--- src/nlej_pkg.sv ---
// Shared types and constants for the nested-loop equi-join block.
// No dependencies; used by every other file in src.
package nlej_pkg;

  localparam int unsigned KEY_W       = 32;
  localparam int unsigned BASE_W      = 32;
  localparam int unsigned POS_W       = 33;
  localparam int unsigned ROWS_W      = 32;
  localparam int unsigned CFG_IDX_W   = 1;
  localparam int unsigned INNER_DEPTH = 64;

  // item modes
  localparam logic [1:0] MODE_LOAD  = 2'd0;
  localparam logic [1:0] MODE_PROBE = 2'd1;
  localparam logic [1:0] MODE_CLEAR = 2'd2;

  // configuration register indexes
  localparam logic [CFG_IDX_W-1:0] REG_OUTER_BASE = 1'd0;
  localparam logic [CFG_IDX_W-1:0] REG_INNER_BASE = 1'd1;

  typedef enum logic [1:0] {
    ST_IDLE,
    ST_SCAN,
    ST_FINAL
  } state_e;

  // probe token walking down the cell row
  typedef struct packed {
    logic             valid;
    logic [KEY_W-1:0] key;
  } tok_t;

endpackage

--- src/nlej_cell.sv ---
// One cell of the inner row: holds a stored inner value and a probe token slot.
// Depends on nlej_pkg.
module nlej_cell (
  input  logic                    clk_i,
  input  logic                    rst_ni,
  input  logic                    wr_en_i,
  input  logic [nlej_pkg::KEY_W-1:0] wr_key_i,
  input  logic                    shift_i,
  input  logic                    flush_i,
  input  nlej_pkg::tok_t          tok_i,
  output nlej_pkg::tok_t          tok_o,
  output logic                    hit_o
);

  logic [nlej_pkg::KEY_W-1:0] val_q;
  nlej_pkg::tok_t             tok_q;

  // stored value, no reset
  always_ff @(posedge clk_i) begin
    if (wr_en_i) begin
      val_q <= wr_key_i;
    end
  end

  always_ff @(posedge clk_i or negedge rst_ni) begin
    if (!rst_ni) begin
      tok_q <= '0;
    end else if (flush_i) begin
      tok_q <= '0;
    end else if (shift_i) begin
      tok_q <= tok_i;
    end
  end

  assign tok_o = tok_q;
  assign hit_o = tok_q.valid && (tok_q.key == val_q);

endmodule

--- config.mk ---
export PLATFORM = sky130hd
export DESIGN_NAME = nlej_cell
export DESIGN_NICKNAME = d
export VERILOG_FILES = /design/src/nlej_pkg.sv /design/src/nlej_cell.sv
export SDC_FILE = /design/constraint.sdc
export NUM_CORES = 1
export LEC_CHECK = 0
export CAP_MARGIN = 30
export CELL_PAD_IN_SITES_DETAIL_PLACEMENT = 1
export CELL_PAD_IN_SITES_GLOBAL_PLACEMENT = 1
export CORE_MARGIN = 3
export CORE_UTILIZATION = 48
export DETAILED_ROUTE_END_ITERATION = 12
export DONT_BUFFER_PORTS = 1
export GPL_ROUTABILITY_DRIVEN = 0
export GPL_TIMING_DRIVEN = 0
export PLACE_DENSITY = 0.83
export RECOVER_POWER = 100
export SETUP_SLACK_MARGIN = 0.05
export SYNTH_ARGS = -nofsm -noshare
export SYNTH_HDL_FRONTEND = slang
export SYNTH_SLANG_ARGS = --single-unit
--- constraint.sdc ---
create_clock -name clk_i -period 1.3 [get_ports clk_i]
set_input_delay 0.065 -clock clk_i [delete_from_list [all_inputs] [get_ports clk_i]]
set_output_delay 0.065 -clock clk_i [all_outputs]
set_load 0.02 [all_outputs]
==> results.sh, run 1 <==
export IMPL_dp_cells=253
export IMPL_max_freq_mhz=513
export IMPL_vias=1827
export IMPL_fin_crit_sh_pct=150
export IMPL_synth_top_family_by_area="multiplexers"
export IMPL_endpoint_kind="primary output"
export IMPL_firstDrtPassIters=4
export IMPL_finalInstanceArea_mm2=0.00361
export IMPL_start_util_pct=50.7
export IMPL_rows=26
export IMPL_tightest_slew_ns=0.868
export IMPL_finClkSkew_ns=0
export IMPL_drt_initial_drc_count=108
export IMPL_post_cts_repair_setup_buffers=0
export IMPL_seqCellArea_mm2=0.00180
export IMPL_maxCapViolations=0
export IMPL_wl_per_cell_um=24.2
export IMPL_numCtsBuffers=9
export IMPL_syn_avg_cell_area_um2=14.4
export IMPL_clockBufferDepth=2
export IMPL_netlist_area_mm2=0.00264
export IMPL_setup_viol=1
export IMPL_violations="negative hold slack, negative setup slack"
export IMPL_slew_headroom_pct=42.1
export IMPL_rsz0062_at_grt="yes"
export IMPL_die_width_um=80.1
export IMPL_setup_worst_path_class="flop to primary output"
export IMPL_grt_pass1_wl_um=12500
export IMPL_ir_worst_vdd_v=0.000762
export IMPL_worstHoldPathCells=0
export IMPL_yosysWarningCount=0
export IMPL_seq_area_frac_synth_pct=67.7
export IMPL_grtUsageTotal_pct=27.6
export IMPL_cts_num_sinks=65
export IMPL_drive_gt1_share_pct=12.0
export IMPL_areaGrowthSynthToFinish_pct=36.8
export IMPL_cts_tree="built"
export IMPL_holdWs_ns=-0.154
export IMPL_drv_slew=0
export IMPL_finalPower_uw=4530
export IMPL_worstPathRequired_ns=1.24
export IMPL_nets=331
export IMPL_postRouteAntennaNets=0
export IMPL_hold_buffers=67
export IMPL_power_density_mw_per_mm2=1250
export IMPL_grt_max_degree=34
export IMPL_grt_pass1_vias=2277
export IMPL_drc=0
export IMPL_cts_root_buf="clkbuf_8"
export IMPL_clk_latency_ns=0.32
export IMPL_cp_start_kind="flop"
export IMPL_hpwl_um=4560
export IMPL_htree_levels=3
export IMPL_worstPathArrival_ns=1.88
export IMPL_finalWorstSetupSlack_ns=-0.649
export IMPL_clk_pin_slew_ns=0.06
export IMPL_leakage_uw=0.00156
export IMPL_syn_num_nets=253
export IMPL_numPortBuffers=0
export IMPL_synthDistinctLibCells=14
export IMPL_die_y_um=80.1
export IMPL_multiInputGateArea_um2=841
export IMPL_fin_crit_ns=1.95
export IMPL_reg2regPathDepth=2
export IMPL_hold_viol=32
export IMPL_synth_compound_area_share_pct=0
export IMPL_n_fill_cell=480
export IMPL_synthMuxAreaShare_pct=12.5
export IMPL_place_area_mm2=0.00274
export IMPL_antenna_found_initial=1
export IMPL_synth_fa_ha_area_share_pct=0
export IMPL_detail_route_vias_per_cell=5.42
export IMPL_instances_no_fill=337
export IMPL_synth_cells=183
export IMPL_yosys_area_share_xor_xnor_pct=10.6
export IMPL_core_mm2=0.00520
export IMPL_critPathMaxFanout=3
export IMPL_ys_ff_latch=65
export IMPL_overflow=0
export IMPL_die_area_mm2=0.00642
export IMPL_min_path_type="input pin to flop"
export IMPL_synthSimpleGateAreaFrac_pct=7.54
export IMPL_status="finished, violations left"
export IMPL_routed_wl_um=8170
export IMPL_ios=104
## layer usage
metal  track usage [%]  share of wire [%]  vias to the layer above
li1                  -                  -                      793
met1              27.5                 35                      933
met3              7.29                6.0                       16
met4              11.5                2.3                        0
met2              53.1                 57                       85
met5                 0                  0                        -
## path summary, 6_finish.rpt
check,startpoint,to,slack (ns)
min reg2reg,tok_o[0],tok_o[0],0.67
max reg2reg,tok_o[9],tok_o[9],0.30
min,wr_en_i,val_q[7],-0.15
min in group asynchronous,rst_ni,tok_o[19],0.40
max in group asynchronous,rst_ni,tok_o[20],0.30
max,tok_o[21],hit_o,-0.65
## cell families (layout without fill, tap and decap cells)
kind of cell | count (synthesis) | after routing
AND/OR/NAND/NOR | 45 | 45
buffers and inverters | 8 | 91
XOR/XNOR | 32 | 32
multiplexers | 33 | 33
flip-flops | 65 | 65
other | 0 | 1
## power by group
part / leakage (uW) / switching (uW) / total, uW / internal, uW
registers: 0.000735 / 193 / 2510 / 2320
clock network: 0.0000850 / 719 / 1520 / 803
logic: 0.000742 / 229 / 494 / 265
total: 0.00156 / 1140 / 4530 / 3380
## final cells by class
type / instances / share of cell area (%)
well taps: 70 / 2.43
clock buffers: 16 / 4.71
repair buffers: 67 / 18.4
multi-input cells: 110 / 23.3
plain buffers: 8 / 1.18
flip-flops and latches: 65 / 49.9
diodes: 1 / 0.0693
## critical path: stages (launching register included)
cell and delay (ns):
dfrtp_1 0.48, xor2_1 0.20, nor4_2 0.31, nand4_1 0.20
nor3_4 0.36
## state kept, by name, summed over array words and instances (netlist names)
name	cells
val_q	32
tok_o	33
## synthesized netlist by cell type
| cell | number | area share (%) |
|---|---|---|
| edfxtp_1 | 32 | 36 |
| mux2i_1 | 33 | 13 |
| xor2_1 | 31 | 10 |
| nor2_1 | 33 | 4.7 |
| nor4_1 | 7 | 1.7 |
| clkbuf_1 | 4 | 0.57 |
| nor3_1 | 1 | 0.19 |
| xnor2_1 | 1 | 0.33 |
| nand4_1 | 1 | 0.24 |
| dfrtp_1 | 33 | 31 |
| buf_4 | 3 | 0.85 |
| buf_2 | 1 | 0.19 |
| nor3_2 | 1 | 0.38 |
| nand3_1 | 2 | 0.38 |
## cell usage in the layout, fill, tap and decap left out
cell	netlist	routed
buf_2	1	1
buf_4	3	3
clkbuf_1	4	9
clkbuf_2	0	1
clkbuf_8	0	11
dfrtp_1	33	22
dfrtp_2	0	11
diode_2	0	1
dlygate4sd3_1	0	66
edfxtp_1	32	32
mux2i_1	33	33
nand3_1	2	2
nand4_1	1	1
nor2_1	33	33
nor3_1	1	1
nor3_4	0	1
nor4_1	7	3
nor4_2	0	4
xnor2_1	1	1
xor2_1	31	31
## what timing repair did
item | in CTS | in global routing
setup endpoints to repair | 1 | 1
pin swaps | 1 | 3
hold endpoints to repair | 130 | 32
resized for setup | 8 | 2
## per-stage QoR
step / hold slack (ns) / util, % / setup WS, ns / setup TNS, ns
final: -0.154 / 69.4 / -0.649 / -0.649
after global routing: -0.171 / 69.4 / -0.741 / -0.741
after CTS: -0.172 / 69.5 / -0.615 / -0.615
after detailed placement: -0.230 / 52.6 / -0.370 / -0.370
after global placement: -0.230 / 52.6 / -0.399 / -0.399
after floorplan: -0.231 / - / -0.0572 / -0.0572
No activity file was read; power rests on OpenSTA's default activity.
==> run 2: changes to the inputs <==
Settings changed: MAX_ROUTING_LAYER from default to met4.
==> run 2 against run 1 <==
Compared with the run above: the flow still finishes with violations (negative hold slack, negative setup slack); first-iteration DRC count is 7.4% lower; critical path depth stayed put; routed wire length is 0.98% higher; sequential share of layout area stayed put; core utilization stayed put.
==> results.sh, run 2 (same netlist as run 1, synthesis figures left out) <==
export IMPL_worstHoldPathCells=0
export IMPL_die_y_um=80.1
export IMPL_violations="negative hold slack, negative setup slack"
export IMPL_largest_reg_flops=33
export IMPL_die_width_um=80.1
export IMPL_r2r_start="tok_o[9]"
export IMPL_die_area_mm2=0.00642
export IMPL_numCtsBuffers=9
export IMPL_drc=0
export IMPL_tightest_slew_ns=0.863
export IMPL_cts_tree="built"
export IMPL_critPathMaxFanout=3
export IMPL_reg2reg_slack_ns=0.29
export IMPL_setup_worst_path_class="flop to primary output"
export IMPL_cts_num_sinks=65
export IMPL_holdWs_ns=-0.154
export IMPL_power_density_mw_per_mm2=1250
export IMPL_rsz0062_at_grt="yes"
export IMPL_drv_slew=0
export IMPL_detail_route_vias_per_cell=5.42
export IMPL_cts_root_buf="clkbuf_8"
export IMPL_nets=331
export IMPL_slowest_delay_ns=0.49
export IMPL_ios=104
export IMPL_drt_initial_drc_count=100
export IMPL_clockBufferDepth=2
export IMPL_htree_levels=3
export IMPL_rows=26
export IMPL_layout_commonest_cell="dlygate4sd3_1"
export IMPL_critPathSlowestCell="dfrtp_1"
export IMPL_leakage_uw=0.00156
export IMPL_max_freq_mhz=512
export IMPL_postRouteAntennaNets=0
export IMPL_grt_max_degree=34
export IMPL_setup_viol=1
export IMPL_setup_tns_ns=-0.651
export IMPL_worstPathRequired_ns=1.24
export IMPL_reg2regPathDepth=2
export IMPL_wl_per_cell_um=24.5
export IMPL_finalInstanceArea_mm2=0.00361
export IMPL_min_path_type="input pin to flop"
export IMPL_finClkSkew_ns=0
export IMPL_comb_power_share_pct=11.0
export IMPL_finalWorstSetupSlack_ns=-0.651
export IMPL_fin_crit_sh_pct=150
export IMPL_p_sw_share_pct=25.2
export IMPL_r2r_end="tok_o[9]"
export IMPL_hpwl_um=4560
export IMPL_vias=1825
export IMPL_cp_start_kind="flop"
export IMPL_worstPathArrival_ns=1.89
export IMPL_slew_headroom_pct=42.5
export IMPL_core_mm2=0.00520
export IMPL_power_frac_clock_pct=33.5
export IMPL_hold_buffers=67
export IMPL_p_int_uw=3380
export IMPL_crit_end="hit_o"
export IMPL_startpoint="tok_o[21]"
export IMPL_clk_pin_slew_ns=0.06
export IMPL_grt_pass1_vias=2280
export IMPL_crit_chain="xor2_1 > nor4_2 > nand4_1 > nor3_4"
export IMPL_grtUsageTotal_pct=28.4
export IMPL_status="finished, violations left"
export IMPL_overflow=0
export IMPL_switching_power_uw=1140
export IMPL_firstDrtPassIters=4
export IMPL_mostFrequentLayoutCells="dlygate4sd3_1, mux2i_1, nor2_1"
export IMPL_fin_crit_ns=1.95
export IMPL_start_util_pct=50.7
export IMPL_grt_pass1_wl_um=12500
export IMPL_endpoint_kind="primary output"
export IMPL_antenna_found_initial=1
export IMPL_routed_wl_um=8250
export IMPL_p_seq_share_pct=55.5
export IMPL_areaGrowthSynthToFinish_pct=36.8
export IMPL_final_util_pct=69.4
export IMPL_clk_latency_ns=0.32
export IMPL_numPortBuffers=0
export IMPL_hold_viol=32
export IMPL_place_area_mm2=0.00274
export IMPL_ir_worst_vdd_v=0.000762
export IMPL_maxCapViolations=0
export IMPL_drive_gt1_share_pct=12.0
export IMPL_finalPower_uw=4520
-- run 2: cell counts in the layout (fill, tap and decap cells not counted) --
No cell type changed its count.
-- run 2: through the flow --
stage	cells	setup slack, ns
CTS	336	-0.615
floorplan	183	-0.0572
global route	337	-0.741
finish	337	-0.651
global placement	253	-0.399
detailed placement	253	-0.370
-- run 2: worst min-delay path by stage --
stage | from | endpoint
floorplan | rst_ni | tok_o[0]
global placement | rst_ni | tok_o[24]
detailed placement | rst_ni | tok_o[24]
CTS | wr_en_i | val_q[31]
global route | wr_en_i | val_q[7]
finish | wr_en_i | val_q[7]
-- run 2: area by class of cell --
| type | count | area, um^2 |
|---|---|---|
| antenna | 1 | 2.50 |
| buffer | 8 | 42.5 |
| clock buffer | 16 | 170 |
| fill | 480 | 1600 |
| multi-input combinational | 110 | 841 |
| sequential | 65 | 1800 |
| tap | 70 | 87.6 |
| timing repair buffer | 67 | 666 |
-- run 2: critical path: cells and delay by family, from the launching register on --
family / cells / cell delay [ns]
xor+xnor: 1 / 0.20
flops: 1 / 0.49
simple gates: 3 / 0.87
-- run 2: power by group through the flow --
stage          clock network [uW]  logic (uW)  registers, uW
3_3_place_gp                    0         249           2530
4_1_cts                      1520         476           2500
3_5_place_dp                    0         270           2540
6_report                     1520         496           2510
5_1_grt                      1620         540           2520
2_1_floorplan                   0         214           2510
-- run 2: what timing repair did --
item                                    CTS  global route
pin swaps                                 1             3
resized for setup                         8             2
buffers inserted                          0             0
endpoints found under the hold margin   130            32
endpoints found under the setup margin    1             1
-- run 2: routing by layer --
layer / vias to the layer above / global-route usage (%) / wire length, um
met1: 938 / 27.8 / 2900
met4: 0 / 11.5 / 190
met5: - / - / 0
met3: 18 / 6.61 / 476
met2: 77 / 53.3 / 4680
li1: 792 / - / -
==> run 3: changes to the inputs <==
Settings changed: SKIP_CTS_REPAIR_TIMING from default to 1.
==> run 3 against run 2 <==
Compared with the run above: global-route usage is 7.6 points lower; largest power group unchanged; sequential cell count is the same; fmax shrank 7.9%; critical endpoint unchanged; largest cell class unchanged; register-to-register slack improved by 0.06 ns; hold slack better by 0.19 ns; die area is the same; the flow finishes with violations (negative setup slack); highest routed layer unchanged; core utilization down 0.096 points; final cell count did not move; clock-buffer cell count is the same.
==> results.sh, run 3 (same netlist as run 1, synthesis figures left out) <==
export IMPL_status="finished, violations left"
export IMPL_vias=1871
export IMPL_leakage_uw=0.00157
export IMPL_firstDrtPassIters=4
export IMPL_overflow=0
export IMPL_numCtsBuffers=9
export IMPL_crit_chain="xor2_1 > nor4_1 > nand3_1 > nor3_4"
export IMPL_seqCellArea_mm2=0.00180
export IMPL_clk_latency_ns=0.34
export IMPL_finalWorstSetupSlack_ns=-0.818
export IMPL_clockBufferDepth=2
export IMPL_clk_pin_slew_ns=0.07
export IMPL_setup_viol=1
export IMPL_cp_start_kind="flop"
export IMPL_cts_root_buf="clkbuf_8"
export IMPL_power_density_mw_per_mm2=1280
export IMPL_die_area_mm2=0.00642
export IMPL_reg2regPathDepth=2
export IMPL_hpwl_um=4560
export IMPL_grt_max_degree=34
export IMPL_htree_levels=3
export IMPL_reg2reg_slack_ns=0.35
export IMPL_holdWs_ns=0.0405
export IMPL_rows=26
export IMPL_areaGrowthSynthToFinish_pct=36.6
export IMPL_tightest_slew_ns=0.867
export IMPL_rsz0062_at_grt="yes"
export IMPL_wl_per_cell_um=26.0
export IMPL_core_mm2=0.00520
export IMPL_drive_gt1_share_pct=11.6
export IMPL_postRouteAntennaNets=0
export IMPL_grt_pass1_wl_um=9190
export IMPL_antenna_cells=0
export IMPL_setup_worst_path_class="flop to primary output"
export IMPL_hp_start="flush_i"
export IMPL_fin_crit_sh_pct=163
export IMPL_violations="negative setup slack"
export IMPL_drt_initial_drc_count=82
export IMPL_die_width_um=80.1
export IMPL_n_fill_cell=474
export IMPL_start_util_pct=50.7
export IMPL_finalInstanceArea_mm2=0.00360
export IMPL_final_util_pct=69.3
export IMPL_finClkSkew_ns=0
export IMPL_routed_wl_um=8760
export IMPL_hold_viol=0
export IMPL_worstHoldPathCells=2
export IMPL_slowest_delay_ns=0.50
export IMPL_ir_worst_vdd_v=0.000847
export IMPL_r2r_end="tok_o[30]"
export IMPL_antenna_found_initial=0
export IMPL_r2r_start="tok_o[30]"
export IMPL_min_path_type="input pin to flop"
export IMPL_critPathSlowestCell="dfrtp_1"
export IMPL_fin_crit_ns=2.12
export IMPL_worstPathArrival_ns=2.05
export IMPL_drc=0
export IMPL_critPathMaxFanout=3
export IMPL_multiInputGateArea_um2=835
export IMPL_largest_reg_flops=33
export IMPL_grt_pass1_vias=1679
export IMPL_endpoint_kind="primary output"
export IMPL_drv_slew=0
export IMPL_maxCapViolations=0
export IMPL_cts_tree="built"
export IMPL_layout_commonest_cell="dlygate4sd3_1"
export IMPL_slew_headroom_pct=42.2
export IMPL_max_freq_mhz=472
export IMPL_cts_num_sinks=65
export IMPL_numPortBuffers=0
export IMPL_hold_end="tok_o[32]"
export IMPL_mostFrequentLayoutCells="dlygate4sd3_1, mux2i_1, nor2_1"
export IMPL_worstPathRequired_ns=1.24
export IMPL_die_y_um=80.1
export IMPL_ios=104
export IMPL_nets=332
export IMPL_place_area_mm2=0.00274
export IMPL_detail_route_vias_per_cell=5.55
export IMPL_grtUsageTotal_pct=20.7
run 3: metal layers:
metal | part of all wire [%] | vias up | GRT usage, %
met3 | 6.0 | 21 | 6.61
li1 | - | 793 | -
met4 | 2.6 | 0 | 8.61
met5 | 0 | - | -
met2 | 56 | 94 | 36.1
met1 | 36 | 963 | 21.7
run 3: worst max-delay path by stage:
| stage | startpoint | end | cells after the start |
|---|---|---|---|
| floorplan | tok_o[13] | hit_o | 4 |
| global placement | tok_o[24] | hit_o | 4 |
| detailed placement | tok_o[24] | hit_o | 4 |
| CTS | tok_o[24] | hit_o | 4 |
| global route | tok_o[28] | hit_o | 4 |
| finish | tok_o[28] | hit_o | 4 |
run 3: layout make-up:
cell class,instances,share of cell area [%]
Tap cell,70,2.43
Sequential cell,65,49.9
Timing Repair Buffer,68,18.6
Clock buffer,16,4.72
Multi-Input combinational cell,110,23.2
Buffer,8,1.18
run 3: per-stage QoR:
| step | TNS (ns) | power (uW) | setup slack (ns) | instances |
|---|---|---|---|---|
| CTS | -0.737 | 4290 | -0.737 | 269 |
| floorplan | -0.0572 | 2720 | -0.0572 | 183 |
| global placement | -0.399 | 2780 | -0.399 | 253 |
| finish | -0.818 | 4600 | -0.818 | 337 |
| detailed placement | -0.370 | 2810 | -0.370 | 253 |
| global route | -0.891 | 4760 | -0.891 | 337 |
run 3: power breakdown:
group	internal (uW)	switching (uW)	leakage, uW
combinational	265	253	0.000746
clock	803	760	0.0000850
sequential	2320	202	0.000737
total	3390	1220	0.00157
run 3: worst max-delay path: cells and delay by family (launching register included):
kind	cells	cell delay (ns)
XOR/XNOR	1	0.20
AND/OR/NAND/NOR	3	1.01
flip-flops	1	0.50
